**config.mk**
```make
export PLATFORM = sky130hd
export DESIGN_NAME = windowed_median_voc_event_detector_flat
export DESIGN_NICKNAME = d
export VERILOG_FILES = /design/src/sv/wmvoc_pkg.sv /design/src/sv/wmvoc_if.sv /design/src/sv/wmvoc_ram.sv /design/src/sv/wmvoc_ctrl.sv /design/src/sv/wmvoc_datapath.sv /design/src/sv/windowed_median_voc_event_detector.sv /design/src/flat_wrapper.sv
export SDC_FILE = /design/constraint.sdc
export NUM_CORES = 1
export LEC_CHECK = 0
export BUFFER_PORTS_ARGS = -buffer_cell sky130_fd_sc_hd__buf_2
export CAP_MARGIN = 20
export CORE_ASPECT_RATIO = 2
export CORE_UTILIZATION = 55
export CTS_CLUSTER_DIAMETER = 50
export CTS_CLUSTER_SIZE = 25
export DETAILED_ROUTE_END_ITERATION = 6
export PLACE_DENSITY = 0.81
export SYNTH_ARGS = -nofsm -noshare
export SYNTH_HDL_FRONTEND = slang
export SYNTH_SLANG_ARGS = --single-unit
```
**constraint.sdc**
```tcl
create_clock -name clk -period 8.93 [get_ports clk]
set_input_delay 0.893 -clock clk [delete_from_list [all_inputs] [get_ports clk]]
set_output_delay 0.893 -clock clk [all_outputs]
set_load 0.03 [all_outputs]
```
**src/sv/wmvoc_pkg.sv**
```systemverilog
// Shared types and constants for the windowed median VOC event detector.
// No dependencies.
package wmvoc_pkg;

  localparam int DATA_W      = 16;
  localparam int CFG_IDX_W   = 2;
  localparam int NUM_WINDOWS = 4;
  localparam int DEF_WINDOW_LEN = 6;
  localparam int DEF_RING_DEPTH = 24;

  localparam logic [DATA_W-1:0] ONSET_RESET    = 16'd300;
  localparam logic [DATA_W-1:0] RECOVERY_RESET = 16'd300;
  localparam logic [DATA_W-1:0] REVERSAL_RESET = 16'd100;

  localparam logic [CFG_IDX_W-1:0] CFG_ONSET    = 2'd0;
  localparam logic [CFG_IDX_W-1:0] CFG_RECOVERY = 2'd1;
  localparam logic [CFG_IDX_W-1:0] CFG_REVERSAL = 2'd2;

  typedef enum logic [1:0] {
    VERDICT_UNDECIDED = 2'd0,
    VERDICT_NORMAL    = 2'd1,
    VERDICT_ONSET     = 2'd2,
    VERDICT_ACTIVE    = 2'd3
  } verdict_t;

  typedef enum logic [2:0] {
    ST_IDLE,
    ST_STORE,
    ST_FETCH,
    ST_DRAIN,
    ST_MEDIAN,
    ST_JUDGE
  } state_t;

  typedef struct packed {
    logic load;
    logic store;
    logic fetch;
    logic take_median;
    logic commit;
  } cmd_t;

  typedef struct packed {
    logic last_fetch;
    logic last_window;
    logic result_free;
  } status_t;

endpackage

```
**src/sv/wmvoc_if.sv**
```systemverilog
// Valid/ready channel interfaces for samples and verdicts.
// Depends on wmvoc_pkg.
interface wmvoc_sample_if;
  logic                      valid;
  logic                      ready;
  logic [wmvoc_pkg::DATA_W-1:0] sample;
  modport source (output valid, output sample, input ready);
  modport sink   (input valid, input sample, output ready);
endinterface

interface wmvoc_verdict_if;
  logic                      valid;
  logic                      ready;
  logic [1:0]                verdict;
  logic [wmvoc_pkg::DATA_W-1:0] baseline_level;
  modport source (output valid, output verdict, output baseline_level, input ready);
  modport sink   (input valid, input verdict, input baseline_level, output ready);
endinterface

```
**src/sv/wmvoc_ram.sv**
```systemverilog
// Generic single write port, single read port RAM with registered read.
// No dependencies.
module wmvoc_ram #(
  parameter int WIDTH = 16,
  parameter int DEPTH = 24
) (
  input  logic                     clk,
  input  logic                     we,
  input  logic [$clog2(DEPTH)-1:0] waddr,
  input  logic [WIDTH-1:0]         wdata,
  input  logic                     re,
  input  logic [$clog2(DEPTH)-1:0] raddr,
  output logic [WIDTH-1:0]         rdata
);
  logic [WIDTH-1:0] mem [DEPTH];

  always_ff @(posedge clk) begin
    if (we) begin
      mem[waddr] <= wdata;
    end
    if (re) begin
      rdata <= mem[raddr];
    end
  end
endmodule

```
**src/sv/wmvoc_ctrl.sv**
```systemverilog
// Sequencer: store, fetch four windows, take medians, judge, hand off.
// Depends on wmvoc_pkg.
module wmvoc_ctrl (
  input  logic               clk,
  input  logic               rst,
  input  logic               in_valid,
  output logic               in_ready,
  input  wmvoc_pkg::status_t status,
  output wmvoc_pkg::cmd_t    cmd
);
  import wmvoc_pkg::*;

  state_t state, state_next;

  always_ff @(posedge clk) begin
    if (rst) begin
      state <= ST_IDLE;
    end else begin
      state <= state_next;
    end
  end

  always_comb begin
    state_next = state;
    cmd        = '0;
    in_ready   = 1'b0;
    unique case (state)
      ST_IDLE: begin
        in_ready = 1'b1;
        if (in_valid) begin
          cmd.load   = 1'b1;
          state_next = ST_STORE;
        end
      end
      ST_STORE: begin
        cmd.store  = 1'b1;
        state_next = ST_FETCH;
      end
      ST_FETCH: begin
        cmd.fetch = 1'b1;
        if (status.last_fetch) begin
          state_next = ST_DRAIN;
        end
      end
      ST_DRAIN: begin
        state_next = ST_MEDIAN;
      end
      ST_MEDIAN: begin
        cmd.take_median = 1'b1;
        state_next = status.last_window ? ST_JUDGE : ST_FETCH;
      end
      ST_JUDGE: begin
        if (status.result_free) begin
          cmd.commit = 1'b1;
          state_next = ST_IDLE;
        end
      end
      default: state_next = ST_IDLE;
    endcase
  end
endmodule

```
**src/sv/wmvoc_datapath.sv**
```systemverilog
// Ring store, insertion sorter, window medians, event judgment and result register.
// Depends on wmvoc_pkg and wmvoc_ram.
module wmvoc_datapath #(
  parameter int WINDOW_LEN = wmvoc_pkg::DEF_WINDOW_LEN,
  parameter int RING_DEPTH = wmvoc_pkg::DEF_RING_DEPTH
) (
  input  logic                             clk,
  input  logic                             rst,
  input  wmvoc_pkg::cmd_t                  cmd,
  output wmvoc_pkg::status_t               status,
  input  logic                             cfg_we,
  input  logic [wmvoc_pkg::CFG_IDX_W-1:0]  cfg_index,
  input  logic [wmvoc_pkg::DATA_W-1:0]     cfg_data,
  input  logic [wmvoc_pkg::DATA_W-1:0]     sample,
  input  logic                             result_ready,
  output logic                             result_valid,
  output logic [1:0]                       verdict,
  output logic [wmvoc_pkg::DATA_W-1:0]     baseline_level
);
  import wmvoc_pkg::*;

  localparam int AW  = $clog2(RING_DEPTH);
  localparam int CW  = $clog2(WINDOW_LEN);
  localparam int MID = (WINDOW_LEN - 1) / 2;

  logic [DATA_W-1:0] onset_delta, recovery_delta, reversal_delta;
  logic [DATA_W-1:0] sample_reg;
  logic [AW-1:0]     wp, rd_addr;
  logic [RING_DEPTH-1:0] vld;
  logic [CW-1:0]     rcnt;
  logic [1:0]        widx;
  logic              data_vld, rd_vld;
  logic [DATA_W-1:0] ram_rdata, fetched;
  logic [DATA_W-1:0] lane      [WINDOW_LEN];
  logic [DATA_W-1:0] lane_next [WINDOW_LEN];
  logic [WINDOW_LEN-1:0] lane_vld, lane_vld_next;
  logic [DATA_W-1:0] med [NUM_WINDOWS];
  logic [DATA_W-1:0] baseline, baseline_next;
  logic [DATA_W:0]   mid_sum;
  verdict_t          verdict_next;

  always_ff @(posedge clk) begin
    if (rst) begin
      onset_delta    <= ONSET_RESET;
      recovery_delta <= RECOVERY_RESET;
      reversal_delta <= REVERSAL_RESET;
    end else if (cfg_we) begin
      unique case (cfg_index)
        CFG_ONSET:    onset_delta    <= cfg_data;
        CFG_RECOVERY: recovery_delta <= cfg_data;
        CFG_REVERSAL: reversal_delta <= cfg_data;
        default: ;
      endcase
    end
  end

  wmvoc_ram #(.WIDTH(DATA_W), .DEPTH(RING_DEPTH)) u_ram (
    .clk   (clk),
    .we    (cmd.store),
    .waddr (wp),
    .wdata (sample_reg),
    .re    (cmd.fetch),
    .raddr (rd_addr),
    .rdata (ram_rdata)
  );

  assign fetched = rd_vld ? ram_rdata : '0;

  always_ff @(posedge clk) begin
    if (cmd.load) begin
      sample_reg <= sample;
    end
    if (cmd.fetch) begin
      rd_vld <= vld[rd_addr];
    end
  end

  always_ff @(posedge clk) begin
    if (rst) begin
      wp       <= '0;
      rd_addr  <= '0;
      vld      <= '0;
      rcnt     <= '0;
      widx     <= '0;
      data_vld <= 1'b0;
    end else begin
      data_vld <= cmd.fetch;
      if (cmd.store) begin
        vld[wp] <= 1'b1;
        rd_addr <= wp;
        wp      <= (wp == AW'(RING_DEPTH - 1)) ? '0 : wp + 1'b1;
        rcnt    <= '0;
        widx    <= '0;
      end
      if (cmd.fetch) begin
        rd_addr <= (rd_addr == '0) ? AW'(RING_DEPTH - 1) : rd_addr - 1'b1;
        rcnt    <= rcnt + 1'b1;
      end
      if (cmd.take_median) begin
        rcnt <= '0;
        widx <= widx + 1'b1;
      end
    end
  end

  // insertion sort lanes: ascending, filled from lane 0
  always_comb begin
    logic keep, prev_keep;
    keep = lane_vld[0] && (lane[0] <= fetched);
    lane_next[0]     = keep ? lane[0] : fetched;
    lane_vld_next[0] = 1'b1;
    for (int i = 1; i < WINDOW_LEN; i++) begin
      keep      = lane_vld[i] && (lane[i] <= fetched);
      prev_keep = lane_vld[i-1] && (lane[i-1] <= fetched);
      if (keep) begin
        lane_next[i]     = lane[i];
        lane_vld_next[i] = 1'b1;
      end else if (prev_keep) begin
        lane_next[i]     = fetched;
        lane_vld_next[i] = 1'b1;
      end else begin
        lane_next[i]     = lane[i-1];
        lane_vld_next[i] = lane_vld[i-1];
      end
    end
  end

  always_ff @(posedge clk) begin
    if (rst || cmd.store || cmd.take_median) begin
      lane_vld <= '0;
    end else if (data_vld) begin
      lane_vld <= lane_vld_next;
    end
    if (data_vld) begin
      lane <= lane_next;
    end
  end

  assign mid_sum = {1'b0, lane[MID]} + {1'b0, lane[MID+1]};

  always_ff @(posedge clk) begin
    if (cmd.take_median) begin
      med[widx] <= mid_sum[DATA_W:1];
    end
  end

  always_comb begin
    logic            any_zero, onset, recover, reversal;
    logic [DATA_W:0] ad_sum;
    any_zero = (med[0] == '0) || (med[1] == '0) || (med[2] == '0) || (med[3] == '0);
    onset    = {1'b0, med[3]} >= ({1'b0, med[0]} + {1'b0, onset_delta});
    recover  = {1'b0, med[0]} >= ({1'b0, baseline} + {1'b0, recovery_delta});
    reversal = {1'b0, med[0]} >= ({1'b0, med[3]} + {1'b0, reversal_delta});
    ad_sum   = {1'b0, med[0]} + {1'b0, med[3]};
    baseline_next = baseline;
    if (any_zero) begin
      verdict_next = VERDICT_UNDECIDED;
    end else if (onset) begin
      if (baseline == '0) begin
        baseline_next = ad_sum[DATA_W:1];
        verdict_next  = VERDICT_ONSET;
      end else begin
        verdict_next = VERDICT_ACTIVE;
      end
    end else if (baseline == '0) begin
      verdict_next = VERDICT_NORMAL;
    end else if (recover || reversal) begin
      baseline_next = '0;
      verdict_next  = VERDICT_NORMAL;
    end else begin
      verdict_next = VERDICT_ACTIVE;
    end
  end

  always_ff @(posedge clk) begin
    if (rst) begin
      baseline     <= '0;
      result_valid <= 1'b0;
    end else if (cmd.commit) begin
      baseline     <= baseline_next;
      result_valid <= 1'b1;
    end else if (result_ready) begin
      result_valid <= 1'b0;
    end
    if (cmd.commit) begin
      verdict        <= verdict_next;
      baseline_level <= baseline_next;
    end
  end

  assign status.last_fetch  = (rcnt == CW'(WINDOW_LEN - 1));
  assign status.last_window = (widx == 2'(NUM_WINDOWS - 1));
  assign status.result_free = !result_valid || result_ready;
endmodule

```
**src/sv/windowed_median_voc_event_detector.sv**
```systemverilog
// A new sample is accepted only in the idle state, after the previous one has been judged and
// its result committed, which waits while an earlier result is still not taken. The single
// RAM read port delivers one stored sample per cycle to the insertion sorter while fetching a window.
// Reset (rst, synchronous): store reads as zero, pointer and baseline zero, registers
// return to 300/300/100, no result pending.
module windowed_median_voc_event_detector #(
  parameter int WINDOW_LEN = wmvoc_pkg::DEF_WINDOW_LEN,
  parameter int RING_DEPTH = wmvoc_pkg::DEF_RING_DEPTH
) (
  input  logic                            clk,
  input  logic                            rst,
  wmvoc_sample_if.sink                    feed,
  wmvoc_verdict_if.source                 report,
  input  logic                            cfg_we,
  input  logic [wmvoc_pkg::CFG_IDX_W-1:0] cfg_index,
  input  logic [wmvoc_pkg::DATA_W-1:0]    cfg_data
);
  import wmvoc_pkg::*;

  cmd_t    cmd;
  status_t status;

  wmvoc_ctrl u_ctrl (
    .clk      (clk),
    .rst      (rst),
    .in_valid (feed.valid),
    .in_ready (feed.ready),
    .status   (status),
    .cmd      (cmd)
  );

  wmvoc_datapath #(.WINDOW_LEN(WINDOW_LEN), .RING_DEPTH(RING_DEPTH)) u_dp (
    .clk            (clk),
    .rst            (rst),
    .cmd            (cmd),
    .status         (status),
    .cfg_we         (cfg_we),
    .cfg_index      (cfg_index),
    .cfg_data       (cfg_data),
    .sample         (feed.sample),
    .result_ready   (report.ready),
    .result_valid   (report.valid),
    .verdict        (report.verdict),
    .baseline_level (report.baseline_level)
  );
endmodule

```
**src/flat_wrapper.sv**
```systemverilog
// flat-port wrapper written by rule: the top's interface ports become plain ports
module windowed_median_voc_event_detector_flat import wmvoc_pkg::*;
#(
  parameter int WINDOW_LEN = wmvoc_pkg::DEF_WINDOW_LEN,
  parameter int RING_DEPTH = wmvoc_pkg::DEF_RING_DEPTH
)
  (clk, rst, cfg_we, cfg_index, cfg_data, feed_valid, feed_sample, feed_ready, report_valid, report_verdict, report_baseline_level, report_ready);
  wmvoc_sample_if feed_i ();
  wmvoc_verdict_if report_i ();
  input  logic clk;
  input  logic rst;
  input  logic cfg_we;
  input  logic [wmvoc_pkg::CFG_IDX_W-1:0] cfg_index;
  input  logic [wmvoc_pkg::DATA_W-1:0] cfg_data;
  input wire logic [$bits(feed_i.valid)-1:0] feed_valid;
  input wire logic [$bits(feed_i.sample)-1:0] feed_sample;
  output wire logic [$bits(feed_i.ready)-1:0] feed_ready;
  output wire logic [$bits(report_i.valid)-1:0] report_valid;
  output wire logic [$bits(report_i.verdict)-1:0] report_verdict;
  output wire logic [$bits(report_i.baseline_level)-1:0] report_baseline_level;
  input wire logic [$bits(report_i.ready)-1:0] report_ready;
  assign feed_i.valid = feed_valid;
  assign feed_i.sample = feed_sample;
  assign feed_ready = feed_i.ready;
  assign report_valid = report_i.valid;
  assign report_verdict = report_i.verdict;
  assign report_baseline_level = report_i.baseline_level;
  assign report_i.ready = report_ready;
  windowed_median_voc_event_detector #(.WINDOW_LEN(WINDOW_LEN), .RING_DEPTH(RING_DEPTH)) u_core (.clk(clk), .rst(rst), .feed(feed_i), .report(report_i), .cfg_we(cfg_we), .cfg_index(cfg_index), .cfg_data(cfg_data));
endmodule
```
======== After elaboration in Yosys (flattened, before gate mapping) ========
Memories as Yosys holds them, arrays and structs flattened. A register that Yosys moved wholly into a read port is not among the register bits.
Cells that the tools add are included.
storage, ports and cells
  bits in registers ....................... 245
  input bits .............................. 39
  memories kept ........................... 2
  word-level logic and storage cells ...... 159
  bits in writable memories ............... 448
  output and inout port bits .............. 20
memories
  memory                 depth  bits a word  rd ports  clocked after Yosys merged registers in  write ports  line                  RTL
  u_core.u_dp.u_ram.mem  24     16           1         1                                        1            wmvoc_ram.sv:15       logic [WIDTH-1:0] mem [DEPTH];
  u_core.u_dp.med        4      16           4         0                                        1            wmvoc_datapath.sv:37  logic [DATA_W-1:0] med [NUM_WINDOWS];
operators by class
  eq/ne operators ......................... 13
  mux-type cells .......................... 56
  bitwise gates (word level) .............. 7
  $lt $le $gt $ge ......................... 12
  reduce and logical (&&, ||, !) cells .... 37
  $add $sub $neg .......................... 9
operator list
  operator               count
  $mux W16               11
  $le A16 B16 Y1         6
  $add A16 B16 Y17       5
  $logic_not A16 Y1      5
  $ge A16 B17 Y1         3
  $mux W1                27
  $or A24 B24 Y24        1
  $mux W5                4
  $mux W3                6
  $pmux W3 S6            1
  $reduce_and A2 Y1      9
  $lt A5 B6 Y1 const B   2
  $mux W2                5
  $eq A3 B3 Y1 const B   3
  $logic_and A1 B1 Y1    7
  $logic_or A1 B1 Y1     7
  $eq A3 B2 Y1 const B   2
  $not A1 Y1             6
  $reduce_bool A2 Y1     3
  $add A5 B1 Y5 const B  1
  $bmux W1 S5            1
  $demux W1 S5           1
  $eq A5 B5 Y1 const B   1
  $ge A5 B1 Y1 const B   1
  other kinds (14)       16

======== Logic depth before layout (Yosys ltp) ========
Gate-level depths: netlist of run 1.
An unclocked memory read counts as a cell.
  word-level depth ........................ 8
  depth in mapped cells ................... 21
  gate-level depth less buffers ........... 20

======== Hierarchy ========
Synthesis of run 1 repeated with hierarchy kept, for this count alone.
second synthesis, totals
  cell total of the unflattened synthesis .. 2320
  area, all modules ....................... 31906.9 um2
modules (own cells, without submodules)
  module          times used  seq. area each (um2)  cells each  area each (um2)
  wmvoc_datapath  1           7076.8                1569        16275.6
  wmvoc_ram       1           12011.5               723         15414.8
  wmvoc_ctrl      1           60.1                  28          216.5

======== Least setup slack after synthesis of run 1 ========
OpenSTA, ideal clock, no wires.
  path kind ............................... register to register
  start point ............................. memory u_core.u_dp.med[0][1]
  end point ............................... register u_core.u_dp.baseline[6]
  setup slack ............................. 4.486 ns
  cell stages (with the launch flop) ...... 22
  arrival time ............................ 4.330 ns
  period minus slack after synthesis ...... 4.444 ns
  buffers on the path ..................... 1
  library setup time ...................... 0.114 ns
  required time ........................... 8.816 ns
  cell sequence ........................... edfxtp_1 > ha_1 > a21o_1 > a21oi_1 > nor2b_1 > o41ai_1 > o21ai_0 > o41ai_2 > o21bai_1 > a21oi_1 > xor2_1 > ha_1 > o21ai_0 > nor2_1 > a2111oi_0 > o21a_1 > nor3_1 > and2_4 > buf_6 > nand2b_4 > o31a_1 > a21o_1
RTL lines
  what                    line                   RTL
  start: declaration      wmvoc_datapath.sv:37
  end signal: assignment  wmvoc_datapath.sv:180  baseline <= baseline_next;
  end: declaration        wmvoc_datapath.sv:38   logic [DATA_W-1:0] baseline, baseline_next;

==> run summary, run 1 <==
status -> finished clean
total of flip-flops plus latches after synthesis -> 675
total area of multi-input combinational cells -> 11700 µm²
max-cap violations -> 0
Placed Instance Area -> 32600 µm²
global router's overall resource usage -> 27.5%
placer's final routability congestion estimate -> 0.975
number of vias in the routed layout -> 19404
fraction of synthesized area in multiplexers -> 11.0%
Worst EP required -> 9.38 ns
pre-CTS WS -> 3.28 ns
crit start category -> flip-flop
maximum vdd drop -> 0.231 mV
remaining max-slew budget at the tightest pin -> 31.2%
Sink Count -> 675
Die Width -> 171 µm
number of vias per cell -> 6.36
post-synthesis share of cell area spent on xor and xnor gates -> 1.90%
main combinational cell family by area after synthesis -> multiplexers
area share of the leading cell type in the synthesized netlist -> 53.8%
slew of the pin with the lowest slew margin -> 1.03 ns
Final Routed Wirelength -> 78.0 mm
placed cells -> 2985
library cell used as clock root buffer -> clkbuf_16
number of hold violations in the final report -> 0
post-route setup TNS -> 0 ns
sequential area share after synthesis -> 61.0%
total non-filler cell area in the finished layout -> 33900 µm²
uppermost signal routing layer after detailed routing -> met4
number of global-route vias before repair -> 20646
die outline area -> 58100 µm²
list of most frequent post-synthesis cells -> 563 x edfxtp_1, 201 x ha_1, 182 x nor2_1
Post-Layout Cell Count -> 3049
Setup Crit Path Kind -> reg2reg
Antenna Cells -> 0
routed length on met2 -> 43.1 mm
CP Data Arrival Time -> 6.13 ns
largest cells by area after synthesis -> edfxtp_1 54%, mux4_2 8.5%, ha_1 8.0%
share of synthesized cell area in full adder, half adder and majority cells -> 8.33%
largest registers in the final layout -> u_core.u_dp.u_ram.mem: 384 flops, u_core.u_dp.lane: 64 flops, u_core.u_dp.med: 64 flops
max-slew violation total from the final report -> 0
total nets after synthesis -> 2454
vertical die dimension -> 340 µm
clock buffers created by TritonCTS -> 39
number of buffers and inverters on the critical path -> 1
flip-flop count of the largest register, all copies and words added -> 384
final critical path time including I/O delays and setup -> 5.68 ns
number of instances in the synthesized netlist -> 2209
CTS-repair resized insts -> 0
most instantiated flip-flop cell in the synthesis netlist -> edfxtp_1
largest area contributor in the netlist -> edfxtp_1
number of nets still failing antenna checks after routing -> 0
worst-path maximum fanout -> 16
DP Wirelength -> 55.0 mm
cell family with the largest share of critical-path delay -> simple AND/OR/NAND/NOR gates
synthesized-area fraction occupied by ao, oa, aoi and oai cells -> 7.86%
CTS tree -> built
FF/Latch Area -> 19200 µm²
Peak Freq -> 176 MHz
initial standard-cell utilization of the core -> 55.8%
iteration count of the initial detailed-routing pass -> 6
detailed-routed wire length on met3 -> 4.13 mm
share of final-layout standard cells stronger than drive strength 1 -> 15.7%
Placement Rows -> 123
most frequent cell after synthesis -> edfxtp_1
Cell Area, Synth -> 31400 µm²
power per cell area -> 194 nW/µm²
Layout area overhead -> 7.96%
library cells used by synthesis -> 87
setup repair after global routing missed its margin -> false
FFs w/ async S/R, synth -> 0%
top register by number of flip-flops -> u_core.u_dp.u_ram.mem
post-route clock period utilization -> 63.6%
series of cell instances along the critical path -> ha_1, a21o_1, a21oi_1, nor2b_1, o41ai_1, o21ai_0, o41ai_2, o2111ai_1, a21oi_1, xor2_1, ha_1, nand4_1, nor4_1, a2111oi_0, o21a_1, nor3_2, and2_4, inv_2, or4_1, nand2_1
DRC Markers -> 0
M1 wire length -> 23.7 mm
clock transition time at the flip-flop clock pins of the worst setup and hold paths -> 0.10 ns
Critical Path Slowest Stage Cell -> nor3_2
Synth Area per Inst -> 14.2 µm²
H-tree depth reported by CTS -> 2
total of fill cells in the finished design -> 4253
kind of end point of the critical path -> flip-flop
Setup Skew -> 0.0340 ns
count of hold-fix buffers inserted at cts -> 0
first-pass GRT wire length -> 117 mm
post-CTS repair timing setup buffer count -> 0
DRC violation total after the first TritonRoute iteration -> 1567
final core utilization -> 60.2%
count of yosys warnings during synthesis -> 0
Final Worst Setup Slack -> 3.25 ns
area inside the core boundary -> 56300 µm²
maximum root-to-sink buffer count -> 3
largest net degree at the start of global routing -> 86
antenna violations before repair -> 0
DR WL/cell -> 25.6 µm
min-delay worst type -> reg2reg
final setup violation count -> 0
number of nets in the layout -> 2521
count of input and output buffers -> 58
I/O Pins -> 59
longest individual stage delay on the worst path -> 0.65 ns
clock latency reported for the late side of the worst-skew pair -> 0.60 ns
number of synthesized flops with an enable pin -> 563
share of synthesized cell area in and, or, nand and nor gates -> 8.21%
leakage component of the power -> 11.8 nW
total overflow reported by the global router -> 0
per-stage QoR:
| stage | hold slack [ns] | power, W |
|---|---|---|
| after floorplan | 0.435 | 0.00438 |
| after global placement | 0.444 | 0.00462 |
| after detailed placement | 0.454 | 0.00467 |
| after CTS | 0.443 | 0.00659 |
| after global routing | 0.448 | 0.00678 |
| final | 0.466 | 0.00656 |
cell type report:
class                      count  share of cell area [%]
inverter                      69                   0.764
clock buffer                  46                    3.03
sequential                   675                    56.5
clock inverter                18                   0.675
tap                          750                    2.77
timing repair buffer          95                    1.68
multi-input combinational   1396                    34.6
path summary, 6_finish.rpt:
kind / from / end / slack, ns / cells after the start
max: u_core.u_dp.med[0][1]$_DFFE_PP_ / u_core.u_dp.baseline_level[9]$_DFFE_PP_ / 3.25 / 20
max reg2reg: u_core.u_dp.med[0][1]$_DFFE_PP_ / u_core.u_dp.baseline_level[9]$_DFFE_PP_ / 3.25 / 20
min reg2reg: u_core.u_dp.onset_delta[11]$_SDFFE_PP0P_ / u_core.u_dp.onset_delta[11]$_SDFFE_PP0P_ / 0.47 / 2
min: u_core.u_dp.onset_delta[11]$_SDFFE_PP0P_ / u_core.u_dp.onset_delta[11]$_SDFFE_PP0P_ / 0.47 / 2
power by group:
| part | switching [W] | leakage (nW) | internal, W | total [W] |
|---|---|---|---|---|
| registers | 0.000129 | 6.00 | 0.00357 | 0.00369 |
| clock network | 0.00108 | 0.613 | 0.000877 | 0.00196 |
| logic | 0.000507 | 5.20 | 0.000406 | 0.000913 |
| total | 0.00172 | 11.8 | 0.00485 | 0.00656 |
layer usage:
| layer | GRT usage (%) | vias up |
|---|---|---|
| met4 | 22.4 | 0 |
| met3 | 3.78 | 361 |
| met1 | 25.5 | 9548 |
| met5 | 0 | - |
| met2 | 51.8 | 872 |
| li1 | - | 8623 |
cells by family (layout without fill, tap and decap cells):
logic type | Yosys count | in the layout
AO/OA/AOI/OAI | 374 | 374
XOR/XNOR | 68 | 68
adder cells (fa/ha/maj) | 206 | 206
buffers and inverters | 138 | 228
flip-flops | 675 | 675
multiplexers | 189 | 189
AND/OR/NAND/NOR | 559 | 559
cell usage in the layout, fill, tap and decap left out, types with 45 or more instances in the layout:
cell type	synthesis	layout
edfxtp_1	563	563
ha_1	201	201
nand2_1	177	177
nor2_1	182	173
a21oi_1	151	151
mux4_2	119	119
dfxtp_1	112	109
inv_1	67	67
buf_2	14	58
mux2_2	45	45
tightest hold or removal path, delay by kind of cell, from the launching register on:
kind            cells  cell delay (ns)
simple gates        1             0.05
flops               1             0.32
compound gates      1             0.05
(Power assumes the default switching activity.)
==> run 2, diff against run 1 <==
--- a/config.mk
+++ b/config.mk
@@ -5,6 +5,7 @@
 export SDC_FILE = /design/constraint.sdc
 export NUM_CORES = 1
 export LEC_CHECK = 0
+export ABC_AREA = 1
 export BUFFER_PORTS_ARGS = -buffer_cell sky130_fd_sc_hd__buf_2
 export CAP_MARGIN = 20
 export CORE_ASPECT_RATIO = 2
==> constraint.sdc (replaced) <==
create_clock -name clk -period 5.61 [get_ports clk]
set_input_delay 0.561 -clock clk [delete_from_list [all_inputs] [get_ports clk]]
set_output_delay 0.561 -clock clk [all_outputs]
set_load 0.03 [all_outputs]
==> run 2 against run 1 <==
Compared with the run above: non-clock buffer count up 16; clock-buffer cell count unchanged; hold slack lost 0.34 ns; critical path type unchanged; combinational power rose to 3.9 times the previous value.
==> run summary, run 2 <==
count of yosys warnings during synthesis -> 0
min-delay worst type -> in2reg
initial standard-cell utilization of the core -> 55.6%
Antenna Cells -> 0
max-cap violations -> 0
Placement Rows -> 125
number of hold violations in the final report -> 0
most instantiated flip-flop cell in the synthesis netlist -> edfxtp_1
clock buffers created by TritonCTS -> 38
max-slew violation total from the final report -> 0
crit start category -> flip-flop
first-pass GRT wire length -> 128 mm
largest net degree at the start of global routing -> 114
maximum vdd drop -> 0.401 mV
antenna violations before repair -> 1
global router's overall resource usage -> 28.2%
kind of end point of the critical path -> flip-flop
power per cell area -> 379 nW/µm²
DRC violation total after the first TritonRoute iteration -> 1970
net switching power figure -> 0.00456 W
FFs w/ async S/R, synth -> 0%
final setup violation count -> 0
status -> finished clean
total of flip-flops plus latches after synthesis -> 675
fraction of synthesized area in multiplexers -> 0%
count of hold-fix buffers inserted at cts -> 0
top register by number of flip-flops -> u_core.u_dp.u_ram.mem
clock latency reported for the late side of the worst-skew pair -> 0.60 ns
number of vias per cell -> 6.02
longest individual stage delay on the worst path -> 0.47 ns
library cell used as clock root buffer -> clkbuf_16
number of instances in the synthesized netlist -> 3063
DR WL/cell -> 21.7 µm
remaining max-slew budget at the tightest pin -> 28.5%
Setup Skew -> 0.0331 ns
total of fill cells in the finished design -> 4615
Die Width -> 173 µm
Critical Path Slowest Stage Cell -> edfxtp_1
area inside the core boundary -> 58000 µm²
CTS tree -> built
Layout area overhead -> 7.50%
number of nets still failing antenna checks after routing -> 0
total nets after synthesis -> 3308
post-CTS repair timing setup buffer count -> 0
CP Data Arrival Time -> 4.58 ns
flip-flop count of the largest register, all copies and words added -> 384
share of power burned in registers -> 49.4%
largest registers in the final layout -> u_core.u_dp.u_ram.mem: 384 flops, u_core.u_dp.lane: 64 flops, u_core.u_dp.med: 64 flops
number of global-route vias before repair -> 23415
proportion of power drawn by the clock network -> 23.7%
leakage component of the power -> 13.1 nW
number of nets in the layout -> 3341
DRC Markers -> 0
Cell Area, Synth -> 32200 µm²
list of most frequent post-synthesis cells -> 563 x edfxtp_1, 449 x nor2_1, 407 x nand2_1
area share of the leading cell type in the synthesized netlist -> 52.4%
power after layout -> 0.0131 W
number of synthesized flops with an enable pin -> 563
count of input and output buffers -> 58
Synth Area per Inst -> 10.5 µm²
Sink Count -> 675
most frequent cell after synthesis -> edfxtp_1
vertical die dimension -> 344 µm
Final Routed Wirelength -> 84.3 mm
maximum root-to-sink buffer count -> 3
setup repair after global routing missed its margin -> false
largest cells by area after synthesis -> edfxtp_1 52%, ha_1 7.8%, dfxtp_1 7.0%
share of synthesized cell area in full adder, half adder and majority cells -> 8.11%
total overflow reported by the global router -> 0
clock transition time at the flip-flop clock pins of the worst setup and hold paths -> 0.10 ns
most frequent cells in the layout -> 563 x edfxtp_1, 431 x nor2_1, 407 x nand2_1
iteration count of the initial detailed-routing pass -> 6
met1 global-route usage -> 26.8%
CTS-repair resized insts -> 0
met3 global-route usage -> 3.13%
slew of the pin with the lowest slew margin -> 1.07 ns
final critical path time including I/O delays and setup -> 4.22 ns
post-route setup TNS -> 0 ns
placer's final routability congestion estimate -> 0.988
share of final-layout standard cells stronger than drive strength 1 -> 7.82%
worst-path maximum fanout -> 12
Setup Crit Path Kind -> reg2reg
number of vias in the routed layout -> 23378
global-route track usage on met2 -> 54.9%
die outline area -> 59600 µm²
sequential area share after synthesis -> 59.4%
DP Wirelength -> 59.8 mm
layer carrying the most global-route usage -> met2
post-synthesis share of cell area spent on xor and xnor gates -> 1.60%
Worst EP required -> 5.96 ns
most used cell along the critical path -> nand2_1
most common cell after layout, fill and taps aside -> edfxtp_1
post-route clock period utilization -> 75.3%
switching share of power -> 34.7%
largest area contributor in the netlist -> edfxtp_1
Gate power share -> 26.9%
I/O Pins -> 59
H-tree depth reported by CTS -> 2
library cells used by synthesis -> 51
Peak Freq -> 237 MHz
synthesized-area fraction occupied by ao, oa, aoi and oai cells -> 13.1%
total internal power -> 0.00857 W
share of synthesized cell area in and, or, nand and nor gates -> 13.7%
main combinational cell family by area after synthesis -> simple AND/OR/NAND/NOR gates
## run 2: cell types whose count changed in the layout (fill, tap and decap cells not counted), moves of 31 or more
cell / previous run / this run
inv_1: 67 / 195
nand3_1: 37 / 105
o21ai_0: 41 / 352
mux2_2: 45 / 0
mux4_2: 119 / 0
nor2_1: 173 / 431
o22ai_1: 3 / 71
a21o_1: 34 / 3
nand2_1: 177 / 407
## run 2: worst paths after layout
kind	start	end	cells after the start	slack, ns
min reg2reg	u_core.u_dp.rcnt[2]$_SDFFE_PP0P_	u_core.u_dp.rcnt[2]$_SDFFE_PP0P_	1	0.47
min	feed_sample[13]	u_core.u_dp.sample_reg[13]$_DFFE_PP_	1	0.12
max	u_core.u_dp.med[3][2]$_DFFE_PP_	u_core.u_dp.baseline_level[13]$_DFFE_PP_	26	1.39
max reg2reg	u_core.u_dp.med[3][2]$_DFFE_PP_	u_core.u_dp.baseline_level[13]$_DFFE_PP_	26	1.39
## run 2: logic make-up after synthesis
kind of cell | Yosys count
buffers and inverters | 322
adder cells (fa/ha/maj) | 206
flip-flops | 675
XOR/XNOR | 59
AO/OA/AOI/OAI | 739
AND/OR/NAND/NOR | 1062
## run 2: power groups by stage
stage	registers, W	clock network, W	logic (W)
6_report	0.00648	0.00311	0.00354
5_1_grt	0.00652	0.00329	0.00389
4_1_cts	0.00647	0.00313	0.00351
3_3_place_gp	0.00657	0	0.00337
2_1_floorplan	0.00637	0	0.00244
3_5_place_dp	0.00658	0	0.00349
## run 2: stage by stage
step	setup WS (ns)	area, µm²	hold WS, ns	cells	util (%)
after floorplan	2.13	32200	0.422	3063	-
after global placement	1.47	33400	0.443	3817	57.5
after detailed placement	1.41	33400	0.453	3818	57.6
after CTS	1.40	34700	0.108	3882	59.7
after global routing	0.963	34700	0.117	3882	59.7
final	1.39	34700	0.125	3882	59.7
## run 2: area by class of cell
| type | count | area [µm²] | area share, % |
|---|---|---|---|
| tap | 762 | 953 | 2.75 |
| sequential | 675 | 19200 | 55.3 |
| inverter | 204 | 771 | 2.22 |
| clock buffer | 46 | 1000 | 2.89 |
| clock inverter | 18 | 248 | 0.715 |
| multi-input combinational | 2066 | 11800 | 34.1 |
| timing repair buffer | 111 | 708 | 2.04 |
## run 2: critical path, delay by kind of cell, from the launching register on
kind / cells / cell delay, ns
xor gates and xnor gates: 1 / 0.15
DFF: 1 / 0.47
buffers and inverters: 1 / 0.05
adders and majority gates: 2 / 0.64
and+or+nand+nor: 16 / 1.62
AOI/OAI and AO/OA: 6 / 1.07
## run 2: routing by layer
| layer | share of wire [%] | up-vias |
|---|---|---|
| met2 | 55 | 912 |
| met3 | 4.7 | 364 |
| met4 | 8.0 | 2 |
| met5 | 0.0095 | - |
| met1 | 32 | 11131 |
| li1 | - | 10969 |
==> run 3, diff against run 2 <==
--- a/config.mk
+++ b/config.mk
@@ -5,7 +5,7 @@
 export SDC_FILE = /design/constraint.sdc
 export NUM_CORES = 1
 export LEC_CHECK = 0
-export ABC_AREA = 1
+export ABC_AREA = 0
 export BUFFER_PORTS_ARGS = -buffer_cell sky130_fd_sc_hd__buf_2
 export CAP_MARGIN = 20
 export CORE_ASPECT_RATIO = 2
@@ -13,7 +13,7 @@
 export CTS_CLUSTER_DIAMETER = 50
 export CTS_CLUSTER_SIZE = 25
 export DETAILED_ROUTE_END_ITERATION = 6
-export PLACE_DENSITY = 0.81
+export PLACE_DENSITY = 0.84
 export SYNTH_ARGS = -nofsm -noshare
 export SYNTH_HDL_FRONTEND = slang
 export SYNTH_SLANG_ARGS = --single-unit
==> constraint.sdc (replaced) <==
create_clock -name clk -period 3.5 [get_ports clk]
set_input_delay 0.35 -clock clk [delete_from_list [all_inputs] [get_ports clk]]
set_output_delay 0.35 -clock clk [all_outputs]
set_load 0.03 [all_outputs]
==> run 3 against run 2 <==
Compared with the run above: the flow now finishes with violations (setup timing); worst setup slack got worse by 2.6 ns; cell count decreased by 16%; flip-flop and latch count unchanged; register-to-register slack got worse by 2.6 ns; highest routed layer unchanged; core utilization increased by 3.6 points; critical path type unchanged; fmax decreased by 11%; largest power group unchanged.
==> run summary, run 3 (same netlist as run 1, synthesis figures left out) <==
number of vias in the routed layout -> 20467
die outline area -> 58100 µm²
DR WL/cell -> 25.2 µm
pre-CTS WS -> -1.53 ns
maximum vdd drop -> 0.611 mV
series of cell instances along the critical path -> ha_1, a21o_1, a21oi_2, nor2b_2, o41ai_2, buf_4, o21ai_2, o41ai_4, o2111ai_1, a21oi_1, xor2_1, ha_1, nand4_1, nor4_2, a2111oi_2, o21a_1, nor3_4, and2_4, inv_2, or4_1, nand2_1
number of global-route vias before repair -> 21923
longest individual stage delay on the worst path -> 0.58 ns
proportion of power drawn by the clock network -> 29.5%
Critical Path Slowest Stage Cell -> or4_1
number of nets in the layout -> 2714
Placed Instance Area -> 34000 µm²
CTS tree -> built
total internal power -> 0.0125 W
global router's overall resource usage -> 29.0%
number of vias per cell -> 6.31
Worst EP required -> 3.94 ns
clock buffers created by TritonCTS -> 39
largest net degree at the start of global routing -> 83
status -> finished, violations left
violations in the final reports -> setup timing
count of input and output buffers -> 58
Post-Layout Cell Count -> 3244
Register-to-Register Setup Slack -> -1.24 ns
maximum root-to-sink buffer count -> 3
antenna violations before repair -> 2
clock latency reported for the late side of the worst-skew pair -> 0.61 ns
top register by number of flip-flops -> u_core.u_dp.u_ram.mem
post-route setup TNS -> -37.03 ns
remaining max-slew budget at the tightest pin -> 22.8%
max-cap violations -> 0
Die Width -> 171 µm
number of nets still failing antenna checks after routing -> 0
power per cell area -> 476 nW/µm²
final critical path time including I/O delays and setup -> 4.74 ns
worst-path maximum fanout -> 3
area inside the core boundary -> 56300 µm²
post-route clock period utilization -> 135%
total area of multi-input combinational cells -> 11900 µm²
crit start category -> flip-flop
setup repair after global routing missed its margin -> true
total of fill cells in the finished design -> 3990
share of final-layout standard cells stronger than drive strength 1 -> 22.6%
most common cell after layout, fill and taps aside -> edfxtp_1
clock transition time at the flip-flop clock pins of the worst setup and hold paths -> 0.08 ns
Layout area overhead -> 13.5%
total overflow reported by the global router -> 0
Placement Rows -> 123
vertical die dimension -> 340 µm
placer's final routability congestion estimate -> 0.931
CP Data Arrival Time -> 5.18 ns
max-slew violation total from the final report -> 0
DRC violation total after the first TritonRoute iteration -> 1598
most frequent cells in the layout -> 563 x edfxtp_1, 202 x buf_4, 201 x ha_1
Antenna Cells -> 0
Final Routed Wirelength -> 81.7 mm
switching share of power -> 26.0%
number of hold violations in the final report -> 0
H-tree depth reported by CTS -> 2
Final Worst Setup Slack -> -1.24 ns
FF/Latch Area -> 19200 µm²
share of power burned in registers -> 55.4%
Sink Count -> 675
I/O Pins -> 59
R2R cell count -> 21
Setup Skew -> 0.0450 ns
first-pass GRT wire length -> 123 mm
most used cell along the critical path -> ha_1
number of cells traversed by the worst hold path -> 3
Peak Freq -> 211 MHz
total non-filler cell area in the finished layout -> 35600 µm²
placed cells -> 3154
library cell used as clock root buffer -> clkbuf_16
final setup violation count -> 34
largest registers in the final layout -> u_core.u_dp.u_ram.mem: 384 flops, u_core.u_dp.lane: 64 flops, u_core.u_dp.med: 64 flops
slew of the pin with the lowest slew margin -> 1.16 ns
kind of end point of the critical path -> flip-flop
min-delay worst type -> in2reg
DRC Markers -> 0
initial standard-cell utilization of the core -> 55.8%
DP Wirelength -> 56.4 mm
leakage component of the power -> 12.8 nW
flip-flop count of the largest register, all copies and words added -> 384
Gate power share -> 15.1%
net switching power figure -> 0.00441 W
iteration count of the initial detailed-routing pass -> 5
power after layout -> 0.0170 W
Setup Crit Path Kind -> reg2reg
## run 3: cell count changes in the layout (fill, tap and decap cells not counted), sizes merged, moves of 79 or more
| cell | previous run | this run |
|---|---|---|
| o21ai | 362 | 54 |
| inv | 207 | 76 |
| nand2 | 420 | 178 |
| nand3 | 116 | 37 |
| nor2 | 451 | 184 |
| buf | 111 | 271 |
| mux4 | 0 | 119 |
## run 3: power by group through the flow
stage	Combinational [W]	Clock, W	Sequential (W)
4_1_cts	0.00254	0.00501	0.00938
6_report	0.00256	0.00499	0.00940
2_1_floorplan	0.00178	0	0.00941
5_1_grt	0.00277	0.00528	0.00942
3_3_place_gp	0.00238	0	0.00953
3_5_place_dp	0.00247	0	0.00956
## run 3: cell type report
class	count	area share, %
Tap cell	750	2.63
Clock buffer	49	2.93
Timing Repair Buffer	287	6.09
Multi-Input combinational cell	1397	33.4
Inverter	69	0.727
Sequential cell	675	53.7
Clock inverter	17	0.530
## run 3: per-layer routing
metal	GRT usage (%)	vias to the layer above	part of all wire, %
met5	0	-	0.015
met4	25.7	2	10
met3	4.66	468	5.5
met2	53.9	1008	55
met1	26.4	9970	30
li1	-	9019	-
## run 3: worst paths after layout
kind,start,end
min,cfg_data[15],u_core.u_dp.reversal_delta[15]$_SDFFE_PP0P_
max reg2reg,u_core.u_dp.med[0][1]$_DFFE_PP_,u_core.u_dp.baseline_level[9]$_DFFE_PP_
min reg2reg,u_core.u_dp.onset_delta[0]$_SDFFE_PP0P_,u_core.u_dp.onset_delta[0]$_SDFFE_PP0P_
max,u_core.u_dp.med[0][1]$_DFFE_PP_,u_core.u_dp.baseline_level[9]$_DFFE_PP_
## run 3: repair_timing
item                       CTS  global route
hold endpoints to repair    16             0
buffers inserted             5             3
pin swaps                   19            16
resized for setup           15            24
setup endpoints to repair   34            69
hold buffers                16             0
cloned                       1             0
## run 3: stage by stage
stage	util, %	hold slack (ns)
4_1_cts	63.1	0.0398
3_5_place_dp	60.4	0.457
2_1_floorplan	-	0.435
6_report	63.3	0.0577
5_1_grt	63.3	0.0719
3_3_place_gp	60.4	0.444
## run 3: critical path: cells and delay by family (launching register included)
kind	cells	cell delay, ns
simple gates	7	1.62
flops	1	0.41
xor+xnor	1	0.09
compound gates	9	1.65
buf+inv	2	0.21
fa+ha+maj	2	0.62
